**src/hw/rtl/msw_pkg.sv**
```systemverilog
// Shared types, constants and helpers for the 3x3 max-sum window locator.
// No dependencies; every other file of the block but msw_ram imports this package.
`default_nettype none

package msw_pkg;

  localparam int MAX_COLUMNS    = 1024;
  localparam int ELEMENT_BITS   = 16;
  localparam int ROW_LIMIT      = 1024;
  localparam int WIN            = 3;
  localparam int WIN_CELLS      = WIN * WIN;
  localparam int SUM_BITS       = ELEMENT_BITS + 4;
  localparam int COL_BITS       = $clog2(MAX_COLUMNS);
  localparam int ROW_BITS       = $clog2(ROW_LIMIT);
  localparam int LINE_BITS      = 2 * ELEMENT_BITS;
  localparam int CELL_IDX_BITS  = $clog2(WIN_CELLS);
  localparam int CFG_DATA_BITS  = 11;
  localparam int CFG_INDEX_BITS = 1;
  localparam int Q_DEPTH        = 3;
  localparam int Q_PTR_BITS     = $clog2(Q_DEPTH);
  localparam int Q_CNT_BITS     = $clog2(Q_DEPTH + 1);

  typedef logic signed [ELEMENT_BITS-1:0] elem_t;
  typedef logic signed [SUM_BITS-1:0]     sum_t;
  typedef logic [ROW_BITS-1:0]            row_t;
  typedef logic [COL_BITS-1:0]            col_t;
  typedef logic [LINE_BITS-1:0]           line_t;
  typedef logic [CFG_DATA_BITS-1:0]       cfg_data_t;
  typedef logic [CFG_INDEX_BITS-1:0]      cfg_index_t;
  typedef logic [CELL_IDX_BITS-1:0]       cell_idx_t;
  typedef logic [Q_CNT_BITS-1:0]          q_cnt_t;

  localparam cfg_index_t REG_ROW_COUNT    = cfg_index_t'(0);
  localparam cfg_index_t REG_COLUMN_COUNT = cfg_index_t'(1);

  localparam cfg_data_t ROW_COUNT_RESET    = cfg_data_t'(3);
  localparam cfg_data_t COLUMN_COUNT_RESET = cfg_data_t'(3);

  typedef struct packed {
    logic       we;
    cfg_index_t index;
    cfg_data_t  data;
  } cfg_wr_t;

  // One finished frame: best window in row-major order plus its position
  typedef struct packed {
    logic                       found;
    sum_t                       sum;
    row_t                       row;
    col_t                       col;
    elem_t [WIN_CELLS-1:0]      win;
  } snap_t;

  typedef struct packed {
    logic  valid;
    snap_t snap;
  } push_t;

  typedef struct packed {
    logic  valid;
    snap_t snap;
  } qhead_t;

  // Last index of a count: zero reads as one, large values saturate at limit
  function automatic int unsigned count_last(cfg_data_t v, int unsigned limit);
    int unsigned n;
    n = int'(v);
    if (n == 0) begin
      return 0;
    end
    if (n > limit) begin
      return limit - 1;
    end
    return n - 1;
  endfunction

endpackage

`default_nettype wire

```
**src/hw/rtl/msw_out_if.sv**
```systemverilog
// Result channel: valid/ready handshake carrying one element of the best window.
// Depends on msw_pkg for the field types.
`default_nettype none

interface msw_out_if;
  import msw_pkg::*;

  logic  valid;
  logic  ready;
  elem_t window_element;
  sum_t  best_sum;
  row_t  best_row;
  col_t  best_column;
  logic  found;
  logic  last_of_run;

  modport source (output valid, output window_element, output best_sum, output best_row,
                  output best_column, output found, output last_of_run, input ready);
  modport sink   (input valid, input window_element, input best_sum, input best_row,
                  input best_column, input found, input last_of_run, output ready);
endinterface

`default_nettype wire

```
**src/hw/rtl/msw_emit.sv**
```systemverilog
// Result emitter: walks the nine cells of the head frame (one word if it has no window) into a registered output.
// Depends on msw_pkg and msw_out_if.
`default_nettype none

module msw_emit (
  input  logic             clk,
  input  logic             rst_n,
  input  msw_pkg::qhead_t  head,
  output logic             pop,
  msw_out_if.source        out_chan
);
  import msw_pkg::*;

  logic      out_valid_r;
  cell_idx_t idx_r;
  elem_t     elem_r;
  sum_t      sum_r;
  row_t      row_r;
  col_t      col_r;
  logic      found_r, last_r;
  logic      load, last_word;

  assign load      = head.valid && (!out_valid_r || out_chan.ready);
  // a frame without a window gives a single word
  assign last_word = !head.snap.found || (idx_r == cell_idx_t'(WIN_CELLS - 1));
  assign pop       = load && last_word;

  always_ff @(posedge clk) begin
    if (!rst_n) begin
      out_valid_r <= 1'b0;
      idx_r       <= '0;
    end else begin
      if (load) begin
        out_valid_r <= 1'b1;
        idx_r       <= last_word ? '0 : idx_r + 1'b1;
      end else if (out_chan.ready) begin
        out_valid_r <= 1'b0;
      end
    end
  end

  always_ff @(posedge clk) begin
    if (load) begin
      elem_r  <= head.snap.found ? head.snap.win[idx_r] : '0;
      sum_r   <= head.snap.found ? head.snap.sum : '0;
      row_r   <= head.snap.found ? head.snap.row : '0;
      col_r   <= head.snap.found ? head.snap.col : '0;
      found_r <= head.snap.found;
      last_r  <= last_word;
    end
  end

  assign out_chan.valid          = out_valid_r;
  assign out_chan.window_element = elem_r;
  assign out_chan.best_sum       = sum_r;
  assign out_chan.best_row       = row_r;
  assign out_chan.best_column    = col_r;
  assign out_chan.found          = found_r;
  assign out_chan.last_of_run    = last_r;

endmodule

`default_nettype wire

```
**src/flat_wrapper.sv**
```systemverilog
// flat-port wrapper written by rule: the top's interface ports become plain ports
module msw_emit_flat import msw_pkg::*;
  (clk, rst_n, head, pop, out_chan_valid, out_chan_window_element, out_chan_best_sum, out_chan_best_row, out_chan_best_column, out_chan_found, out_chan_last_of_run, out_chan_ready);
  msw_out_if out_chan_i ();
  input  logic clk;
  input  logic rst_n;
  input  msw_pkg::qhead_t head;
  output logic pop;
  output wire logic [$bits(out_chan_i.valid)-1:0] out_chan_valid;
  output wire logic [$bits(out_chan_i.window_element)-1:0] out_chan_window_element;
  output wire logic [$bits(out_chan_i.best_sum)-1:0] out_chan_best_sum;
  output wire logic [$bits(out_chan_i.best_row)-1:0] out_chan_best_row;
  output wire logic [$bits(out_chan_i.best_column)-1:0] out_chan_best_column;
  output wire logic [$bits(out_chan_i.found)-1:0] out_chan_found;
  output wire logic [$bits(out_chan_i.last_of_run)-1:0] out_chan_last_of_run;
  input wire logic [$bits(out_chan_i.ready)-1:0] out_chan_ready;
  assign out_chan_valid = out_chan_i.valid;
  assign out_chan_window_element = out_chan_i.window_element;
  assign out_chan_best_sum = out_chan_i.best_sum;
  assign out_chan_best_row = out_chan_i.best_row;
  assign out_chan_best_column = out_chan_i.best_column;
  assign out_chan_found = out_chan_i.found;
  assign out_chan_last_of_run = out_chan_i.last_of_run;
  assign out_chan_i.ready = out_chan_ready;
  msw_emit u_core (.clk(clk), .rst_n(rst_n), .head(head), .pop(pop), .out_chan(out_chan_i));
endmodule
```
**config.mk**
```make
export PLATFORM = sky130hd
export DESIGN_NAME = msw_emit_flat
export DESIGN_NICKNAME = d
export VERILOG_FILES = /design/src/hw/rtl/msw_pkg.sv /design/src/hw/rtl/msw_out_if.sv /design/src/hw/rtl/msw_emit.sv /design/src/flat_wrapper.sv
export SDC_FILE = /design/constraint.sdc
export NUM_CORES = 1
export LEC_CHECK = 0
export ABC_CLOCK_PERIOD_IN_PS = 2700
export BUFFER_PORTS_ARGS = -buffer_cell sky130_fd_sc_hd__buf_2
export CAP_MARGIN = 20
export CORE_MARGIN = 3
export CORE_UTILIZATION = 30
export DETAILED_ROUTE_END_ITERATION = 6
export PLACE_DENSITY = 0.59
export SLEW_MARGIN = 0
export SYNTH_ARGS = -nofsm -noshare
export SYNTH_HDL_FRONTEND = slang
export SYNTH_SLANG_ARGS = --single-unit
```
**constraint.sdc**
```tcl
create_clock -name clk -period 2.7 [get_ports clk]
set_clock_uncertainty 0.15 [all_clocks]
set_input_delay 0.405 -clock clk [delete_from_list [all_inputs] [get_ports clk]]
set_output_delay 0.405 -clock clk [all_outputs]
set_load 0.05 [all_outputs]
```
==> flow_summary.yaml, run 1 <==
drt:
  drtIter0Drc: 281
  routed_wl_um: 11800
  num_vias: 3192
  ant_nets: 0
  drt_pass1_iterations: 4
  vias_per_cell: 4.80
  drc_errors: 0
  wl_per_cell_um: 17.8
place:
  place_hpwl_um: 9240
  io_buffers: 248
  gp_congestion: 0.816
timing:
  slew_headroom_pct: 50.2
  drv_slew: 0
  max_clock_freq_ghz: 0.405
  tns_ns: 0
  finalHoldViolCount: 0
  setup_viol: 0
  period_share_pct: 91.5
  fin_crit_ns: 2.47
  worst-slew-pin-transition_ns: 0.744
  rsz0062_at_grt: "false"
grt:
  track_usage_pct: 16.9
  grt_first_pass_wirelength_um: 17200
  antenna_found_initial: 0
  grt_max_degree: 59
  grt_pass1_vias: 3291
  grt-ovfl-total: 0
synth:
  synth-xor-area-share_pct: 0
  netlist_instances: 270
  synth.distinct_cells: 33
  yosys.area_share.adder_pct: 0.704
  seq_area_frac_synth_pct: 51.8
  syn-cell-area_um2: 3560
  synth_top_family_by_area: "multiplexers"
  synth-simple-area-share_pct: 11.9
  syn-num-nets: 461
  synthMuxAreaShare_pct: 19.7
  synth_compound_gate_area_share_pct: 10.9
  yosys_register_bits: 63
  synth.avg_cell_area_um2: 13.2
  yosysWarnings: 0
flow_run:
  drv_cap: 0
finish:
  final_nets: 707
  drive_above_1_share_pct: 55.5
  area_delta_synth_final_pct: 46.6
  utilization_pct: 45.3
power_and_ir_drop:
  p_leak_nw: 2.26
  p_int_w: 0.00208
  ir_drop_v: 0.000237
  p_sw_share_pct: 28.3
  clkPwrFrac_pct: 39.3
  seq_power_share_pct: 40.1
  p_per_area_nw_per_um2: 558
  p_switching_w: 0.000823
  combPwrFrac_pct: 20.5
worst_setup_path:
  cp_data_required_time_ns: 2.14
  critical_path_class: "flip-flop to primary output"
  startpoint_type: "flip-flop"
  cp_slowest_stage_delay_ns: 0.65
  arrival_ns: 1.92
  end_kind: "primary output"
  cp_cell_sequence: "inv_1, ha_1, nand3b_1, and2_1, nor2_1, buf_2"
  crit_fanout: 28
  critPathSlowestCell: "dfxtp_4"
die:
  core_area_um2: 11500
  start_util_pct: 30.9
  die_w_um: 115
  ioPinCount: 249
  num_rows: 39
  die_h_um: 115
  die-area_um2: 13200
clock_tree:
  cts_tree: "built"
  clk_pin_slew_worst_paths_ns: 0.06
  post_cts_buffers: 0
  clkLatencyLatePin_ns: 0.32
  clockBufferDepth: 2
  htreeDepth: 3
  clockRootBuffer: "clkbuf_16"
  numCtsBuffers: 9
  cts_resized: 0
  cts.sink_count: 63
  hold_buffers: 0
run_status:
  status: "finished clean"
worst_hold_path:
  min_path_type: "primary input to flip-flop"
==> cell usage in the layout, fill, tap and decap left out, types with 2 or more instances in the layout <==
master / instances
buf_4: 9
a21boi_1: 16
ha_1: 2
o22ai_1: 2
clkinv_2: 2
mux4_1: 5
inv_1: 4
o21ai_1: 10
and2_1: 42
dfxtp_1: 4
nand2_1: 21
a21boi_0: 2
edfxtp_1: 58
o21a_1: 2
mux2i_1: 32
nand3b_1: 2
nor2_1: 3
a221oi_1: 16
mux4_2: 11
buf_2: 248
o21ai_0: 6
clkbuf_16: 9
clkinvlp_4: 2
==> power groups by stage <==
stage / Combinational (W) / Clock, W / Sequential, W
finish: 0.000596 / 0.00114 / 0.00117
floorplan: 0.000179 / 0 / 0.00139
global route: 0.000638 / 0.00121 / 0.00117
global placement: 0.000598 / 0 / 0.00119
CTS: 0.000603 / 0.00117 / 0.00117
detailed placement: 0.000601 / 0 / 0.00119
==> final cells by class <==
| type | instances | area [um2] |
|---|---|---|
| sequential | 63 | 1850 |
| tap | 143 | 179 |
| inverter | 5 | 18.8 |
| clock inverter | 7 | 72.6 |
| timing repair buffer | 258 | 1330 |
| clock buffer | 9 | 225 |
| antenna | 1 | 2.50 |
| fill | 1075 | 6300 |
| multi-input combinational | 179 | 1540 |
==> cell usage after synthesis (all sizes together) <==
library cell	instances	area, um2
nand2b	1	6.26
dfxtp	5	100
nand3	1	5.00
mux2i	32	320
nand4	1	6.26
clkbuf	14	53.8
nor2	3	11.3
nand4b	1	8.76
ha	2	25.0
o21ai	16	80.1
and2	42	263
o22ai	2	12.5
edfxtp	58	1740
a21oi	1	5.00
nor2b	1	6.26
mux4	16	379
buf	9	105
nand2	21	78.8
nand3b	2	15.0
o21a	2	15.0
nor4b	1	23.8
a221oi	16	140
inv	5	18.8
a21boi	18	135
==> worst paths after layout <==
kind	start	end	slack, ns	depth (start not counted)
max	u_core.idx_r[0]	pop	0.23	6
min	head[185]	u_core.out_chan.valid	0.20	3
max reg2reg	u_core.idx_r[0]	u_core.out_chan.window_element[12]	0.54	4
min reg2reg	u_core.out_chan.valid	u_core.out_chan.valid	0.40	2
==> through the flow <==
step	worst slack (ns)	hold WS (ns)	instances	power, W	instance area, um2
after floorplan	0.208	0.354	270	0.00157	3560
after global placement	0.571	0.391	648	0.00178	4910
after detailed placement	0.529	0.392	648	0.00179	4910
after CTS	0.208	0.184	664	0.00294	5210
after global routing	0.105	0.204	664	0.00302	5210
final	0.230	0.198	665	0.00291	5210
==> state kept, by name (all words and copies together), names as in the netlist <==
signal                          flops
u_core.out_chan.best_column        10
u_core.out_chan.best_sum           20
u_core.idx_r                        4
u_core.out_chan.best_row           10
u_core.out_chan.window_element     16
u_core.out_chan.last_of_run         1
u_core.out_chan.valid               1
u_core.out_chan.found               1
==> kinds of logic after synthesis <==
family | after synthesis
compound gates | 55
buf+inv | 28
fa+ha+maj | 2
simple gates | 74
flops | 63
mux | 48
==> worst max-delay path: cells and delay by family (launching register included) <==
family | cells | cell delay (ns)
simple gates | 3 | 0.37
buf+inv | 2 | 0.34
flops | 1 | 0.65
fa+ha+maj | 1 | 0.22
==> layer usage <==
metal / global-route usage, % / up-vias / part of all wire [%]
met5: 0 / - / 0
met4: 4.30 / 0 / 1.3
met3: 5.37 / 14 / 10
met2: 28.7 / 178 / 49
met1: 20.9 / 1467 / 40
li1: - / 1533 / -
(Power assumes the default switching activity.)
==> run 2: changes to the inputs <==
--- a/config.mk
+++ b/config.mk
@@ -12,6 +12,7 @@
 export CORE_UTILIZATION = 30
 export DETAILED_ROUTE_END_ITERATION = 6
 export PLACE_DENSITY = 0.59
+export REMOVE_ABC_BUFFERS = 1
 export SLEW_MARGIN = 0
 export SYNTH_ARGS = -nofsm -noshare
 export SYNTH_HDL_FRONTEND = slang
==> flow_summary.yaml, run 2 (synthesis results as in run 1) <==
run_status:
  status: "finished clean"
grt:
  antenna_found_initial: 0
  grt_max_degree: 59
  grt_first_pass_wirelength_um: 16800
  grt_pass1_vias: 3301
  grt-ovfl-total: 0
  track_usage_pct: 16.7
clock_tree:
  numCtsBuffers: 9
  clkLatencyLatePin_ns: 0.32
  hold_buffers: 0
  clockRootBuffer: "clkbuf_16"
  cts_resized: 0
  post_cts_buffers: 0
  cts_tree: "built"
  clk_pin_slew_worst_paths_ns: 0.06
  cts.sink_count: 63
  clockBufferDepth: 2
  htreeDepth: 3
finish:
  final_nets: 708
  layout.cells.non_filler: 665
  drive_above_1_share_pct: 55.4
  antenna_cells: 0
  multi_input_area_um2: 1540
  final_common_cell: "buf_2"
  largest_reg_flops: 20
  regArea_um2: 1850
  area_delta_synth_final_pct: 46.8
  fin_area_um2: 5220
  fill_cells: 1117
  mostFrequentLayoutCells: "248 x buf_2, 58 x edfxtp_1, 42 x and2_1, 32 x mux2i_1, 21 x nand2_1"
die:
  ioPinCount: 249
  num_rows: 39
  core_area_um2: 11500
  start_util_pct: 30.9
  die_w_um: 115
  die-area_um2: 13200
  die_h_um: 115
place:
  io_buffers: 248
  place_inst: 649
  dpl_cell_area_um2: 4930
  gp_congestion: 0.817
  place_hpwl_um: 8830
timing:
  setup_viol: 0
  slew_headroom_pct: 44.1
  max_clock_freq_ghz: 0.403
  fin_crit_ns: 2.48
  worst-slew-pin-transition_ns: 0.835
  drv_slew: 0
  finalHoldViolCount: 0
  rsz0062_at_grt: "false"
  period_share_pct: 91.8
drt:
  wl_per_cell_um: 17.3
  drtIter0Drc: 200
  routed_wl_um: 11500
  drc_errors: 0
  num_vias: 3237
  ant_nets: 0
  vias_per_cell: 4.87
  drt_pass1_iterations: 4
worst_setup_path:
  cp_cell_sequence: "inv_1, ha_1, nand3b_1, and2_1, nor2_1, buf_2"
  crit_fanout: 30
  cp_slowest_stage_delay_ns: 0.68
  cp_data_required_time_ns: 2.14
  critical_path_class: "flip-flop to primary output"
  cp_top_family: "flip-flops"
  path_buf_inv: 2
  end_kind: "primary output"
  r2r_cells: 4
  cp_num_cells: 6
  critPathSlowestCell: "dfxtp_4"
  arrival_ns: 1.92
  startpoint_type: "flip-flop"
power_and_ir_drop:
  power_w: 0.00290
  ir_drop_v: 0.000204
  p_per_area_nw_per_um2: 556
  p_leak_nw: 2.27
worst_hold_path:
  hold_depth: 2
  min_path_type: "primary input to flip-flop"
flow_run:
  drv_cap: 0
run 2: cell count changes in the layout (fill, tap and decap cells not counted):
| cell | change |
|---|---|
| buf_12 | +1 |
| clkbuf_1 | +1 |
| clkinv_2 | +1 |
| clkinvlp_4 | -1 |
| diode_2 | -1 |
| inv_6 | -1 |
run 2: path summary, 6_finish.rpt:
kind                               from                                  to  slack [ns]
setup / recovery        u_core.idx_r[0]                                 pop        0.22
hold / removal                head[158]         u_core.out_chan.best_row[4]        0.21
setup reg to reg        u_core.idx_r[0]  u_core.out_chan.window_element[10]        0.57
hold reg to reg   u_core.out_chan.valid               u_core.out_chan.valid        0.40
run 2: layout make-up:
| type | count | share of cell area, % |
|---|---|---|
| Multi-Input combinational cell | 179 | 29.5 |
| Clock buffer | 10 | 4.39 |
| Sequential cell | 63 | 35.3 |
| Timing Repair Buffer | 259 | 25.8 |
| Clock inverter | 6 | 1.17 |
| Inverter | 5 | 0.359 |
| Tap cell | 143 | 3.43 |
run 2: layer usage:
layer	wire length, um	track usage, %
met1	4520	20.0
met2	5710	29.1
met3	1140	4.63
met4	152	5.63
met5	0	0
run 2: worst register-to-register path, cell delays in order, from the launching register on:
cell and delay [ns]:
dfxtp_4 0.68, buf_12 0.28, mux4_2 0.53, o21ai_1 0.15, a21boi_1 0.09
run 2: through the flow:
step           hold slack (ns)  setup WS (ns)  setup TNS [ns]  util (%)
2_1_floorplan            0.354         -0.746          -11.45         -
3_3_place_gp             0.376          0.614               0      42.8
3_5_place_dp             0.395          0.542               0      42.8
4_1_cts                  0.200          0.195               0      45.3
5_1_grt                  0.207         0.0587               0      45.3
6_report                 0.208          0.221               0      45.3
run 2: report_power, final:
group | internal [W] | total, W | switching, W
combinational | 0.000232 | 0.000596 | 0.000364
clock | 0.000711 | 0.00114 | 0.000428
sequential | 0.00114 | 0.00117 | 0.0000271
total | 0.00208 | 0.00290 | 0.000819
==> run 3: changes to the inputs <==
--- a/config.mk
+++ b/config.mk
@@ -6,7 +6,7 @@
 export NUM_CORES = 1
 export LEC_CHECK = 0
 export ABC_CLOCK_PERIOD_IN_PS = 2700
-export BUFFER_PORTS_ARGS = -buffer_cell sky130_fd_sc_hd__buf_2
+export BUFFER_PORTS_ARGS = -buffer_cell sky130_fd_sc_hd__buf_4
 export CAP_MARGIN = 20
 export CORE_MARGIN = 3
 export CORE_UTILIZATION = 30
==> flow_summary.yaml, run 3 (synthesis results as in run 1) <==
run_status:
  status: "finished clean"
die:
  core_area_um2: 11500
  die_w_um: 115
  num_rows: 39
  die_h_um: 115
  die-area_um2: 13200
  ioPinCount: 249
  start_util_pct: 30.9
finish:
  fin_area_um2: 5790
  regArea_um2: 1850
  final_nets: 706
  final_common_cell: "buf_4"
  multi_input_area_um2: 1540
  mostFrequentLayoutCells: "255 x buf_4, 58 x edfxtp_1, 42 x and2_1, 32 x mux2i_1, 21 x nand2_1"
  utilization_pct: 50.3
  antenna_cells: 0
  fill_cells: 1033
  area_delta_synth_final_pct: 62.9
  drive_above_1_share_pct: 54.9
  largest_reg_flops: 20
power_and_ir_drop:
  p_int_w: 0.00209
  p_per_area_nw_per_um2: 500
  clkPwrFrac_pct: 35.1
  seq_power_share_pct: 40.5
  p_sw_share_pct: 27.9
  combPwrFrac_pct: 24.5
  ir_drop_v: 0.000240
  p_switching_w: 0.000809
  p_leak_nw: 2.45
grt:
  antenna_found_initial: 0
  grt_pass1_vias: 3298
  track_usage_pct: 17.7
  grt_max_degree: 54
  grt_first_pass_wirelength_um: 17600
  grt-ovfl-total: 0
clock_tree:
  cts_resized: 0
  cts.sink_count: 63
  clockBufferDepth: 2
  clk_pin_slew_worst_paths_ns: 0.05
  numCtsBuffers: 9
  hold_buffers: 0
  htreeDepth: 3
  clockRootBuffer: "clkbuf_16"
  cts_tree: "built"
  clkLatencyLatePin_ns: 0.33
  post_cts_buffers: 0
worst_setup_path:
  cp_data_required_time_ns: 2.14
  critPathSlowestCell: "dfxtp_4"
  cp_top_family: "flip-flops"
  reg2reg_to: "u_core.out_chan.window_element[5]"
  r2r_cells: 5
  cp_cell_sequence: "inv_1, ha_1, nand3b_1, and2_1, nor2_1, buf_4"
  arrival_ns: 1.89
  timing.rr.start: "u_core.idx_r[1]"
  cp_slowest_stage_delay_ns: 0.67
  rrSetupSlack_ns: 0.54
  crit_fanout: 30
  end_kind: "primary output"
  path_buf_inv: 2
  startpoint_type: "flip-flop"
  critical_path_class: "flip-flop to primary output"
drt:
  routed_wl_um: 12200
  ant_nets: 0
  drt_pass1_iterations: 4
  vias_per_cell: 4.89
  wl_per_cell_um: 18.5
  drtIter0Drc: 223
  num_vias: 3237
  drc_errors: 0
place:
  dp_slack_ns: 0.555
  io_buffers: 248
  place_hpwl_um: 9390
  gp_congestion: 0.800
  dpl_cell_area_um2: 5540
timing:
  finalHoldViolCount: 0
  rsz0062_at_grt: "false"
  setup_viol: 0
  drv_slew: 0
  max_clock_freq_ghz: 0.409
  period_share_pct: 90.5
  fin_crit_ns: 2.44
  finalWorstSetupSlack_ns: 0.258
  slew_headroom_pct: 42.9
  worst-slew-pin-transition_ns: 0.852
worst_hold_path:
  whs_endpoint: "u_core.idx_r[0]"
  min_path_type: "primary input to flip-flop"
  hold_start: "rst_n"
  hold_depth: 2
flow_run:
  drv_cap: 0
-- run 3: final cells by class --
type	count	area share, %
Timing Repair Buffer	257	33.7
Sequential cell	63	31.9
Multi-Input combinational cell	179	26.6
Clock buffer	10	3.95
Tap cell	143	3.09
Clock inverter	5	0.454
Inverter	5	0.324
-- run 3: through the flow --
stage	hold slack (ns)	TNS, ns	total power, W	std cells
2_1_floorplan	0.354	-11.45	0.00155	247
3_3_place_gp	0.387	0	0.00190	647
3_5_place_dp	0.405	0	0.00191	647
4_1_cts	0.180	0	0.00293	662
5_1_grt	0.199	0	0.00302	662
6_report	0.192	0	0.00290	662
-- run 3: power groups by stage --
stage	logic, W	clock network (W)	registers (W)
final	0.000710	0.00102	0.00117
after CTS	0.000717	0.00104	0.00117
after detailed placement	0.000716	0	0.00119
after global placement	0.000712	0	0.00119
after global routing	0.000748	0.00109	0.00118
after floorplan	0.000142	0	0.00141
-- run 3: worst max-delay path by stage --
stage / startpoint / endpoint / slack (ns) / cells past startpoint
after floorplan: u_core.idx_r[0] / pop / -0.75 / 5
after detailed placement: u_core.idx_r[1] / u_core.out_chan.window_element[11] / 0.55 / 5
final: u_core.idx_r[0] / pop / 0.26 / 6
after global routing: u_core.idx_r[0] / pop / 0.11 / 6
after global placement: u_core.idx_r[0] / u_core.out_chan.window_element[14] / 0.61 / 4
after CTS: u_core.idx_r[0] / pop / 0.23 / 6
-- run 3: per-layer routing --
layer	up-vias	share of wire, %	track usage (%)
met1	1480	39	20.8
met4	0	2.2	7.59
met2	204	48	30.1
met3	23	10	5.32
li1	1530	-	-
met5	-	0	0
