$ cat config.mk
export PLATFORM = sky130hd
export DESIGN_NAME = msw_queue
export DESIGN_NICKNAME = d
export VERILOG_FILES = /design/src/hw/rtl/msw_pkg.sv /design/src/hw/rtl/msw_queue.sv
export SDC_FILE = /design/constraint.sdc
export NUM_CORES = 1
export LEC_CHECK = 0
export BUFFER_PORTS_ARGS = -buffer_cell sky130_fd_sc_hd__buf_2
export CORE_MARGIN = 2
export CORE_UTILIZATION = 39
export CTS_CLUSTER_DIAMETER = 100
export CTS_CLUSTER_SIZE = 16
export DETAILED_ROUTE_END_ITERATION = 8
export HOLD_SLACK_MARGIN = 0.05
export PLACE_DENSITY = 0.71
export SYNTH_ARGS = -nofsm -noshare
export SYNTH_HDL_FRONTEND = slang
export SYNTH_SLANG_ARGS = --single-unit
$ cat constraint.sdc
create_clock -name clk -period 15.8 [get_ports clk]
set_input_delay 3.16 -clock clk [delete_from_list [all_inputs] [get_ports clk]]
set_output_delay 3.16 -clock clk [all_outputs]
set_load 0.01 [all_outputs]
$ cat src/hw/rtl/msw_pkg.sv
// Shared types, constants and helpers for the 3x3 max-sum window locator.
// No dependencies; every other file of the block but msw_ram imports this package.
`default_nettype none

package msw_pkg;

  localparam int MAX_COLUMNS    = 1024;
  localparam int ELEMENT_BITS   = 16;
  localparam int ROW_LIMIT      = 1024;
  localparam int WIN            = 3;
  localparam int WIN_CELLS      = WIN * WIN;
  localparam int SUM_BITS       = ELEMENT_BITS + 4;
  localparam int COL_BITS       = $clog2(MAX_COLUMNS);
  localparam int ROW_BITS       = $clog2(ROW_LIMIT);
  localparam int LINE_BITS      = 2 * ELEMENT_BITS;
  localparam int CELL_IDX_BITS  = $clog2(WIN_CELLS);
  localparam int CFG_DATA_BITS  = 11;
  localparam int CFG_INDEX_BITS = 1;
  localparam int Q_DEPTH        = 3;
  localparam int Q_PTR_BITS     = $clog2(Q_DEPTH);
  localparam int Q_CNT_BITS     = $clog2(Q_DEPTH + 1);

  typedef logic signed [ELEMENT_BITS-1:0] elem_t;
  typedef logic signed [SUM_BITS-1:0]     sum_t;
  typedef logic [ROW_BITS-1:0]            row_t;
  typedef logic [COL_BITS-1:0]            col_t;
  typedef logic [LINE_BITS-1:0]           line_t;
  typedef logic [CFG_DATA_BITS-1:0]       cfg_data_t;
  typedef logic [CFG_INDEX_BITS-1:0]      cfg_index_t;
  typedef logic [CELL_IDX_BITS-1:0]       cell_idx_t;
  typedef logic [Q_CNT_BITS-1:0]          q_cnt_t;

  localparam cfg_index_t REG_ROW_COUNT    = cfg_index_t'(0);
  localparam cfg_index_t REG_COLUMN_COUNT = cfg_index_t'(1);

  localparam cfg_data_t ROW_COUNT_RESET    = cfg_data_t'(3);
  localparam cfg_data_t COLUMN_COUNT_RESET = cfg_data_t'(3);

  typedef struct packed {
    logic       we;
    cfg_index_t index;
    cfg_data_t  data;
  } cfg_wr_t;

  // One finished frame: best window in row-major order plus its position
  typedef struct packed {
    logic                       found;
    sum_t                       sum;
    row_t                       row;
    col_t                       col;
    elem_t [WIN_CELLS-1:0]      win;
  } snap_t;

  typedef struct packed {
    logic  valid;
    snap_t snap;
  } push_t;

  typedef struct packed {
    logic  valid;
    snap_t snap;
  } qhead_t;

  // Last index of a count: zero reads as one, large values saturate at limit
  function automatic int unsigned count_last(cfg_data_t v, int unsigned limit);
    int unsigned n;
    n = int'(v);
    if (n == 0) begin
      return 0;
    end
    if (n > limit) begin
      return limit - 1;
    end
    return n - 1;
  endfunction

endpackage

`default_nettype wire

$ cat src/hw/rtl/msw_queue.sv
// Short queue of finished frames between the front end and the result emitter.
// Depends on msw_pkg.
`default_nettype none

module msw_queue (
  input  logic             clk,
  input  logic             rst_n,
  input  msw_pkg::push_t   push,
  input  logic             pop,
  output msw_pkg::qhead_t  head,
  output msw_pkg::q_cnt_t  free
);
  import msw_pkg::*;

  snap_t                  slot_r [Q_DEPTH];
  logic [Q_PTR_BITS-1:0]  wr_ptr_r, rd_ptr_r;
  q_cnt_t                 count_r;

  function automatic logic [Q_PTR_BITS-1:0] ptr_inc(logic [Q_PTR_BITS-1:0] p);
    return (p == Q_PTR_BITS'(Q_DEPTH - 1)) ? '0 : p + 1'b1;
  endfunction

  always_ff @(posedge clk) begin
    if (!rst_n) begin
      wr_ptr_r <= '0;
      rd_ptr_r <= '0;
      count_r  <= '0;
    end else begin
      if (push.valid) begin
        wr_ptr_r <= ptr_inc(wr_ptr_r);
      end
      if (pop) begin
        rd_ptr_r <= ptr_inc(rd_ptr_r);
      end
      case ({push.valid, pop})
        2'b10:   count_r <= count_r + 1'b1;
        2'b01:   count_r <= count_r - 1'b1;
        default: count_r <= count_r;
      endcase
    end
  end

  always_ff @(posedge clk) begin
    if (push.valid) begin
      slot_r[wr_ptr_r] <= push.snap;
    end
  end

  assign head.valid = count_r != '0;
  assign head.snap  = slot_r[rd_ptr_r];
  assign free       = q_cnt_t'(Q_DEPTH) - count_r;

endmodule

`default_nettype wire

==> run summary, run 1 <==
Origin of the worst min-delay path - count_r[1]
Final number of hold-violating endpoints - 0
Synth Warn # - 0
CP Capture Type - primary output
Number of detailed-route iterations in the first pass - 5
Max-slew violations - 0
CP Cell Sequence - buf_4 -> buf_4 -> mux2i_1 -> o21ai_1 -> buf_2
Die Width - 235 um
Req. time, crit path - 12.64 ns
HP Class - reg2reg
Final min period - 6.80 ns
Fill cells - 4567
Vias in the first global route - 10.6k
Final setup violation count - 0
Synthesis-to-layout area growth - 16.9%
Initial Util - 0.396
# nets final - 1769
Post-Syn Area per Cell - 17.3 um^2
Final setup TNS - 0 ns
Detail Route Antenna Nets - 0
Max-Cap Viols - 0
Vias after detailed routing - 11.0k
Grt ovf - 0
Inst Count DP - 2224
Post-synth top area share - 0.798
Reg clk slew, reported paths - 0.07 ns
Hpwl dp - 25500 um
Global-route wire length before repair - 61300 um
WL/cell - 17.9 um
Ports - 377
All-layer global routing usage - 0.142
Share of cells above drive strength 1 - 0.277
GPL Wtd Cong - 0.736
Initial antenna violation count - 8
Leak pwr - 8.38 nW
Synth unique cells - 26
Critical-path top delay cell - buf_4
Crit path largest cell delay - 0.93 ns
Vias per cell - 4.81
RSZ-0062 raised after global routing - no
Seq/Total Area, Yosys - 0.805
Synth area leaders - edfxtp_1 80%, mux2i_1 8.9%, o21ai_1 3.6%
Resized cells post-CTS - 0
H-tree depth - 2
Yosys reg bits - 563
Core area - 52800 um^2
Critical Path Start Type - flip-flop
Number of port buffers - 376
CTS Buf Count - 41
Die ar. - 55400 um^2
CTS tree - done
Die H - 235 um
1st-iter DRT viols - 634
Syn nets - 1396
Tightest Pin Transition - 1.06 ns
PwrDens - 120 nW/um^2
Largest net degree at the start of global routing - 99
Root Buffer Master - clkbuf_16
Worst-path fanout max - 58
DRC - 0
CTS Buffer Depth - 3
Fmax - 0.147 GHz
Pwr Total - 2.93 mW
Row Count - 84
Mapped cell area - 20900 um^2
WL final - 40700 um
Period utilisation layout - 0.430
CTS Hold Bufs - 0
R2r setup slk - 12.63 ns
Worst Skew - 0.0137 ns
Non-filler cells, final - 2277
Most used cell, CP - buf_4
Relative slew slack - 0.296
Worst IR Drop VDD - 0.000111 V
Worst r2r src - wr_ptr_r[1]
Clk Latency, worst-skew pair - 0.54 ns
Critical Path AT - 3.64 ns
Mapped Cells - 1206
Critical path type - reg2out
Status - complete, no violations
CTS Sinks - 563
Post-CTS setup buffer count - 0
Post-synth top area cell - edfxtp_1
==> cell usage after synthesis <==
cell,number
xnor2_1,2
nor2_1,2
or3_1,1
o21ai_1,150
and2_1,1
a21boi_0,1
ha_1,1
nand2b_1,1
nor3_1,1
nand2_1,188
nor3b_1,1
buf_4,7
buf_8,6
nand3b_1,1
buf_6,10
clkbuf_1,22
o21a_1,3
a21boi_1,1
buf_2,16
mux2i_1,185
o21ai_0,36
nor2b_1,3
inv_1,3
dfxtp_1,8
edfxtp_1,555
buf_12,1
==> area by class of cell <==
type	count	area [um^2]	share of cell area
flip-flops and latches	563	16800	0.689
multi-input cells	578	3650	0.149
repair buffers	392	2000	0.0819
clock buffers	48	1050	0.0431
well taps	688	861	0.0352
clock inverters	1	16.3	0.000666
inverters	3	11.3	0.000461
diodes	4	10.0	0.000410
==> final timing paths <==
kind / endpoint / depth (start not counted)
max: head[127] / 5
max reg2reg: slot_r[2][48] / 4
min: count_r[1] / 2
min reg2reg: count_r[1] / 2
==> flip-flops by register name, indices dropped and copies added (netlist names), named ones only <==
name	count
wr_ptr_r	2
count_r	2
slot_r	555
rd_ptr_r	2
==> through the flow <==
| step | utilization | hold slack (ns) | worst slack (ns) | instance area (um^2) |
|---|---|---|---|---|
| 2_1_floorplan | - | 0.457 | 4.09 | 20900 |
| 3_3_place_gp | 0.443 | 0.471 | 9.51 | 23400 |
| 4_1_cts | 0.463 | 0.502 | 8.92 | 24400 |
| 5_1_grt | 0.463 | 0.559 | 8.63 | 24400 |
| 3_5_place_dp | 0.443 | 0.492 | 9.54 | 23400 |
| 6_report | 0.463 | 0.498 | 9.00 | 24400 |
==> layer usage <==
| layer | vias to the layer above | wire length [um] | global-route usage |
|---|---|---|---|
| li1 | 5284 | - | - |
| met1 | 5325 | 16400 | 0.174 |
| met2 | 292 | 20200 | 0.236 |
| met3 | 55 | 3300 | 0.0510 |
| met4 | 6 | 834 | 0.0411 |
| met5 | - | 39 | 0 |
==> cell usage in the layout (no fill, tap or decap), types with 2 or more instances in the layout <==
cell / n
o21ai_1: 150
buf_2: 376
nand2_1: 188
o21ai_0: 36
clkbuf_16: 41
dfxtp_4: 2
o21a_1: 3
nor2b_1: 3
clkbuf_1: 7
edfxtp_1: 555
mux2i_1: 185
dfxtp_1: 6
buf_4: 16
diode_2: 4
inv_1: 3
nor2_4: 2
xnor2_1: 2
==> where the power goes <==
group	switching [mW]	total [mW]	leakage, nW	internal, mW
clock	0.457	0.925	0.520	0.468
combinational	0.169	0.274	2.66	0.105
sequential	0.0200	1.73	5.20	1.71
total	0.646	2.93	8.38	2.29
==> logic make-up (layout without fill, tap and decap cells) <==
kind of cell,after synthesis,in the layout,share of synthesized area
adder cells (fa/ha/maj),1,1,0.000599
buffers and inverters,65,444,0.0215
flip-flops,563,563,0.805
AO/OA/AOI/OAI,191,191,0.0463
other,0,4,0
XOR/XNOR,2,2,0.000838
AND/OR/NAND/NOR,199,199,0.0369
multiplexers,185,185,0.0886
==> worst max-delay path, delay by kind of cell, from the launching register on <==
family / cells / cell delay [ns]
AOI/OAI and AO/OA: 1 / 0.09
DFF: 1 / 0.65
muxes: 1 / 0.37
buffers and inverters: 3 / 1.87
(Power assumes the default switching activity.)
==> inputs of run 2 (changes only) <==
--- a/config.mk
+++ b/config.mk
@@ -5,6 +5,7 @@
 export SDC_FILE = /design/constraint.sdc
 export NUM_CORES = 1
 export LEC_CHECK = 0
+export ABC_AREA = 1
 export BUFFER_PORTS_ARGS = -buffer_cell sky130_fd_sc_hd__buf_2
 export CORE_MARGIN = 2
 export CORE_UTILIZATION = 39
==> constraint.sdc (replaced) <==
create_clock -name clk -period 5.7 [get_ports clk]
set_input_delay 1.14 -clock clk [delete_from_list [all_inputs] [get_ports clk]]
set_output_delay 1.14 -clock clk [all_outputs]
set_load 0.01 [all_outputs]
==> run summary, run 2 <==
WP buf/inv - 3 (unchanged)
Vias in the first global route - 12.9k (+22%)
Post-Syn Area per Cell - 15.1 um^2 (-13%)
Critical-path top delay cell - inv_8
Fill cells - 4756 (+4.1%)
Grt ovf - 0 (unchanged)
Vias after detailed routing - 12.6k (+15%)
Mapped Cells - 1423 (+18%)
Crit path largest cell delay - 0.76 ns (-0.17 ns)
Die H - 239 um (+1.4%)
Die ar. - 57100 um^2 (+2.9%)
Leak pwr - 9.00 nW (+7.4%)
Post-synth top area cell - edfxtp_1
WL/cell - 19.3 um (+7.8%)
Synth area leaders - edfxtp_1 77%, a21oi_1 6.4%, a21oi_2 4.1%
Core area - 54800 um^2 (+3.8%)
CTS Buffer Depth - 3 (unchanged)
Most used DFF post-synth - edfxtp_1
Worst IR Drop VDD - 0.000243 V (+120%)
Final setup violation count - 0 (unchanged)
All-layer global routing usage - 0.164 (+0.0223)
Most frequent cells in the layout - 555 x edfxtp_1, 376 x buf_2, 274 x a21oi_1, 191 x nor2_1
Worst Skew - 0.0231 ns (+0.00942 ns)
Seq/Total Area, Yosys - 0.782 (-0.0232)
Ports - 377 (unchanged)
GPL Wtd Cong - 0.751 (+2.1%)
Synthesis-to-layout area growth - 16.5%
Critical path type - reg2out
Final number of hold-violating endpoints - 0 (unchanged)
Relative slew slack - 0.270 (-0.0265)
Final min period - 4.13 ns
Die Width - 239 um (+1.4%)
Period utilisation layout - 0.724
Critical Path Start Type - flip-flop
Most frequent cell after synthesis - edfxtp_1
Number of port buffers - 376 (unchanged)
Fmax - 0.242 GHz
Clk Latency, worst-skew pair - 0.57 ns (+0.03 ns)
H-tree depth - 2 (unchanged)
Row Count - 86 (+2.4%)
Worst-path fanout max - 114 (+97%)
Initial antenna violation count - 13 (+5)
Req. time, crit path - 4.56 ns (-8.08 ns)
PwrDens - 351 nW/um^2 (+190%)
HP Class - reg2reg
Critical Path AT - 2.99 ns (-0.65 ns)
Root Buffer Master - clkbuf_16
Detail Route Antenna Nets - 0 (unchanged)
CP Cell Sequence - inv_8 -> buf_4 -> nand2_1 -> a21oi_1 -> buf_2
CTS Sinks - 563 (unchanged)
1st-iter DRT viols - 875 (+38%)
Synth Warn # - 0 (unchanged)
Synth unique cells - 21 (-19%)
Yosys reg bits - 563 (unchanged)
Max reg flops - 555 (unchanged)
Post-route cell area - 25100 um^2 (+2.6%)
Status - complete, no violations
Largest net degree at the start of global routing - 123 (+24%)
Most frequent cells after synthesis - 555 x edfxtp_1, 274 x a21oi_1, 191 x nor2_1
Post-synth top area share - 0.775 (-0.0230)
Initial Util - 0.393 (-0.00322)
CTS Hold Bufs - 0 (unchanged)
Hpwl dp - 27400 um (+7.3%)
DRC - 0 (unchanged)
Syn nets - 1613 (+16%)
CP Capture Type - primary output
CTS Buf Count - 42 (+2.4%)
Vias per cell - 5.02 (+4.3%)
Max-Cap Viols - 0 (unchanged)
RSZ-0062 raised after global routing - no
Post-CTS setup buffer count - 0 (unchanged)
Mapped cell area - 21500 um^2 (+3.0%)
Ys async rst share - 0 (unchanged)
Number of detailed-route iterations in the first pass - 5 (unchanged)
R2r setup slk - 3.29 ns (-9.34 ns)
Register area - 16800 um^2 (unchanged)
Commonest non-fill, non-tap cell in the layout - edfxtp_1
Global-route wire length before repair - 72300 um (+18%)
Crit path max-delay family - buffers and inverters
Min Hold Slack - 0.467 ns (-0.0314 ns)
# nets final - 1963 (+11%)
Number of flops mapped to enable cells by yosys - 555 (unchanged)
Share of cells above drive strength 1 - 0.360 (+0.0833)
Resized cells post-CTS - 0 (unchanged)
Max-slew violations - 0 (unchanged)
WL final - 48200 um (+18%)
CTS tree - done
Reg clk slew, reported paths - 0.07 ns (about the same)
Multi-input gate area - 4000 um^2 (+9.7%)
Top reg by flops - slot_r
Tightest Pin Transition - 1.10 ns (+0.0397 ns)
Dpl cell area - 23800 um^2 (+2.0%)
run 2: cell count changes after synthesis, moves of 10 or more:
cell and change:
nand2_1 -94, o21ai_1 -150, nand2_2 +100, buf_12 +10, clkbuf_1 -17, o21ai_0 -35, buf_2 +27, a21oi_2 +100
nor2_1 +189, a21oi_1 +274, mux2i_1 -185
run 2: layer usage:
layer | vias to the layer above | track usage | wire, um
met5 | - | 0 | 71
met4 | 10 | 0.0413 | 873
met3 | 65 | 0.0564 | 4340
met2 | 413 | 0.282 | 23700
met1 | 6183 | 0.197 | 19200
li1 | 5883 | - | -
run 2: final timing paths:
path | startpoint | endpoint | cells past startpoint
worst max register to register | wr_ptr_r[1] | slot_r[0][91] | 4
worst min register to register | wr_ptr_r[1] | wr_ptr_r[1] | 2
worst min-delay path | wr_ptr_r[1] | wr_ptr_r[1] | 2
worst max-delay path | flip-flop | head[140] | 5
run 2: where the power goes:
part	switching [mW]	internal, mW	total [mW]
sequential	0.0807	4.75	4.83
clock	1.35	1.47	2.82
combinational	0.733	0.413	1.15
run 2: area by class of cell:
cell class / instances / share of cell area
sequential: 563 / 0.672
multi-input combinational: 766 / 0.160
clock buffer: 52 / 0.0460
timing repair buffer: 388 / 0.0812
inverter: 12 / 0.00290
clock inverter: 4 / 0.00245
antenna: 10 / 0.000999
tap: 704 / 0.0351
run 2: worst register-to-register path: stages, from the launching register on:
cell     delay, ns
dfxtp_1       0.31
inv_1         0.13
nand3_1       0.23
inv_8         0.64
buf_12        0.71
run 2: metrics by stage:
step	std cells	setup WS (ns)	TNS, ns	total power [mW]	utilization
2_1_floorplan	1423	-0.334	-61.76	5.64	-
3_3_place_gp	2433	2.14	0	6.06	0.435
3_5_place_dp	2433	2.12	0	6.09	0.435
4_1_cts	2489	1.48	0	8.91	0.457
5_1_grt	2492	1.29	0	9.14	0.457
6_report	2499	1.57	0	8.79	0.458
run 2: cells by family after synthesis:
| group | after synthesis | synth area share |
|---|---|---|
| compound gates | 375 | 0.105 |
| xor+xnor | 1 | 0.000407 |
| fa+ha+maj | 1 | 0.000581 |
| buf+inv | 94 | 0.0325 |
| flops | 563 | 0.782 |
| simple gates | 389 | 0.0798 |
==> inputs of run 3 (changes only) <==
--- a/config.mk
+++ b/config.mk
@@ -5,7 +5,7 @@
 export SDC_FILE = /design/constraint.sdc
 export NUM_CORES = 1
 export LEC_CHECK = 0
-export ABC_AREA = 1
+export ABC_AREA = 0
 export BUFFER_PORTS_ARGS = -buffer_cell sky130_fd_sc_hd__buf_2
 export CORE_MARGIN = 2
 export CORE_UTILIZATION = 39
@@ -13,7 +13,7 @@
 export CTS_CLUSTER_SIZE = 16
 export DETAILED_ROUTE_END_ITERATION = 8
 export HOLD_SLACK_MARGIN = 0.05
-export PLACE_DENSITY = 0.71
+export PLACE_DENSITY = 0.69
 export SYNTH_ARGS = -nofsm -noshare
 export SYNTH_HDL_FRONTEND = slang
 export SYNTH_SLANG_ARGS = --single-unit
==> constraint.sdc (replaced) <==
create_clock -name clk -period 4.3 [get_ports clk]
set_input_delay 0.86 -clock clk [delete_from_list [all_inputs] [get_ports clk]]
set_output_delay 0.86 -clock clk [all_outputs]
set_load 0.01 [all_outputs]
==> run summary, run 3 (synthesis gave the netlist of run 1 again) <==
Crit path largest cell delay - 0.85 ns (+0.09 ns)
Clk Latency, worst-skew pair - 0.55 ns (-0.02 ns)
Critical Path Start Type - flip-flop
Largest net degree at the start of global routing - 101 (-18%)
Max reg flops - 555 (unchanged)
Resized cells post-CTS - 0 (unchanged)
Sink of the worst hold path - count_r[1]
Max-Cap Viols - 0 (unchanged)
Vias in the first global route - 11.4k (-11%)
Fmax - 0.305 GHz
Share of cells above drive strength 1 - 0.283 (-0.0769)
Worst-path fanout max - 38 (-67%)
Number of detailed-route iterations in the first pass - 4 (-1)
P_int - 8.50 mW (+28%)
Reg clk slew, reported paths - 0.07 ns (about the same)
Register-to-Register Path Depth - 3 (-1)
Die H - 235 um (-1.4%)
Critical-path top delay cell - dfxtp_4
Fin util - 0.468 (+0.0105)
HP Class - reg2reg
Req. time, crit path - 3.44 ns (-1.12 ns)
Period utilisation layout - 0.762
Most frequent cells in the layout - 555 x edfxtp_1, 376 x buf_2, 188 x nand2_1, 185 x mux2i_1, 150 x o21ai_1
CTS Buffer Depth - 3 (unchanged)
# nets final - 1779 (-9.4%)
Number of port buffers - 376 (unchanged)
Non-filler cells, final - 2290 (-8.4%)
All-layer global routing usage - 0.148 (-0.0160)
Crit path max-delay family - flip-flops
H-tree depth - 2 (unchanged)
CTS Hold Bufs - 0 (unchanged)
CTS Sinks - 563 (unchanged)
Worst r2r src - wr_ptr_r[1]
Crit path setup slack, layout - 1.03 ns (-0.545 ns)
Leak pwr - 8.49 nW (-5.6%)
Root Buffer Master - clkbuf_16
Synthesis-to-layout area growth - 18.2%
Min Hold Slack - 0.490 ns (+0.0236 ns)
Inst Count DP - 2234 (-8.2%)
Tightest Pin Transition - 0.758 ns (-0.337 ns)
Sw Ratio - 0.221 (-0.0251)
DRC - 0 (unchanged)
Final number of hold-violating endpoints - 0 (unchanged)
Vias per cell - 4.88 (-2.9%)
Worst IR Drop VDD - 0.000361 V (+48%)
Final min period - 3.27 ns
GPL Wtd Cong - 0.746 (-0.71%)
CTS tree - done
Switch Pwr - 2.41 mW (+11%)
WL/cell - 18.4 um (-4.8%)
CP Capture Type - primary output
Fraction of power consumed by combinational cells - 0.094 (-0.036)
Clock network power share - 0.322 (about the same)
Relative slew slack - 0.495 (+0.225)
Fill cells - 4535 (-4.6%)
Vias after detailed routing - 11.2k (-11%)
RSZ-0062 raised after global routing - no
Commonest non-fill, non-tap cell in the layout - edfxtp_1
CP Cell Sequence - buf_4 -> mux2i_1 -> o21ai_1 -> buf_2
Critical path type - reg2out
Global-route wire length before repair - 64500 um (-11%)
Hold Crit Depth - 2 (unchanged)
Core area - 52800 um^2 (-3.7%)
Worst slack after detailed placement - 1.58 ns (-0.536 ns)
1st-iter DRT viols - 556 (-36%)
Worst Skew - 0.0125 ns (-0.0107 ns)
Initial Util - 0.396 (+0.00322)
Post-CTS setup buffer count - 0 (unchanged)
WL final - 42000 um (-13%)
Status - complete, no violations
Top reg by flops - slot_r
Max-slew violations - 0 (unchanged)
Reg2reg end - slot_r[2][141]
Grt ovf - 0 (unchanged)
CTS Buf Count - 41 (-2.4%)
WP buf/inv - 2 (-1)
Die ar. - 55400 um^2 (-2.8%)
Detail Route Antenna Nets - 0 (unchanged)
Critical Path AT - 2.41 ns (-0.58 ns)
Row Count - 84 (-2.3%)
Initial antenna violation count - 9 (-4)
Final setup violation count - 0 (unchanged)
Share of power burned in registers - 0.584 (+0.035)
Hpwl dp - 26500 um (-3.2%)
Die Width - 235 um (-1.4%)
Origin of the worst min-delay path - count_r[1]
R2r setup slk - 2.28 ns (-1.01 ns)
Ports - 377 (unchanged)
PwrDens - 442 nW/um^2 (+26%)
[run 3: changes by cell type in the layout (fill, tap and decap cells not counted), sizes merged, moves of 10 or more]
cell and delta:
a21oi -374, mux2i +185, inv -10, nor2 -189, o21ai +185, buf +14
[run 3: worst reg2reg max path, stage by stage (launching register included)]
cell and delay (ns):
dfxtp_1 0.46, nand2_1 0.14, nor2_4 0.47, buf_12 0.43
[run 3: routing by layer]
layer	GRT usage	vias to the layer above	wire, um	share of wire
met3	0.0464	66	3040	0.072
met2	0.255	311	21100	0.50
li1	-	5301	-	-
met5	0	-	64	0.0015
met4	0.0428	10	865	0.021
met1	0.179	5481	16900	0.40
[run 3: metrics by stage]
step                      power (mW)  area (um^2)  setup TNS, ns
after CTS                       11.1        24700              0
final                           10.9        24700              0
after global placement          7.51        23600              0
after global routing            11.3        24700              0
after detailed placement        7.54        23600              0
after floorplan                 7.06        20900        -258.75
[run 3: how the worst max path moves through the flow]
stage	startpoint	to	cells after the start
2_1_floorplan	push[185]	slot_r[0][0]	2
3_3_place_gp	flip-flop	head[4]	4
3_5_place_dp	flip-flop	head[177]	4
4_1_cts	flip-flop	head[29]	4
5_1_grt	flip-flop	head[177]	4
6_report	flip-flop	head[20]	4
[run 3: final cells by class]
| cell class | instances | area, um^2 | area share |
|---|---|---|---|
| flip-flops and latches | 563 | 16800 | 0.682 |
| multi-input cells | 578 | 3650 | 0.148 |
| repair buffers | 402 | 2200 | 0.0892 |
| clock buffers | 51 | 1110 | 0.0448 |
| well taps | 688 | 861 | 0.0349 |
| clock inverters | 2 | 25.0 | 0.00101 |
| inverters | 3 | 13.8 | 0.000557 |
| diodes | 3 | 7.51 | 0.000304 |
[run 3: power groups by stage]
stage               registers [mW]  logic [mW]  clock network (mW)
global placement              6.48        1.03                   0
detailed placement            6.49        1.04                   0
global route                  6.39        1.12                3.81
CTS                           6.37        1.05                3.63
floorplan                     6.48       0.587                   0
finish                        6.37        1.03                3.51
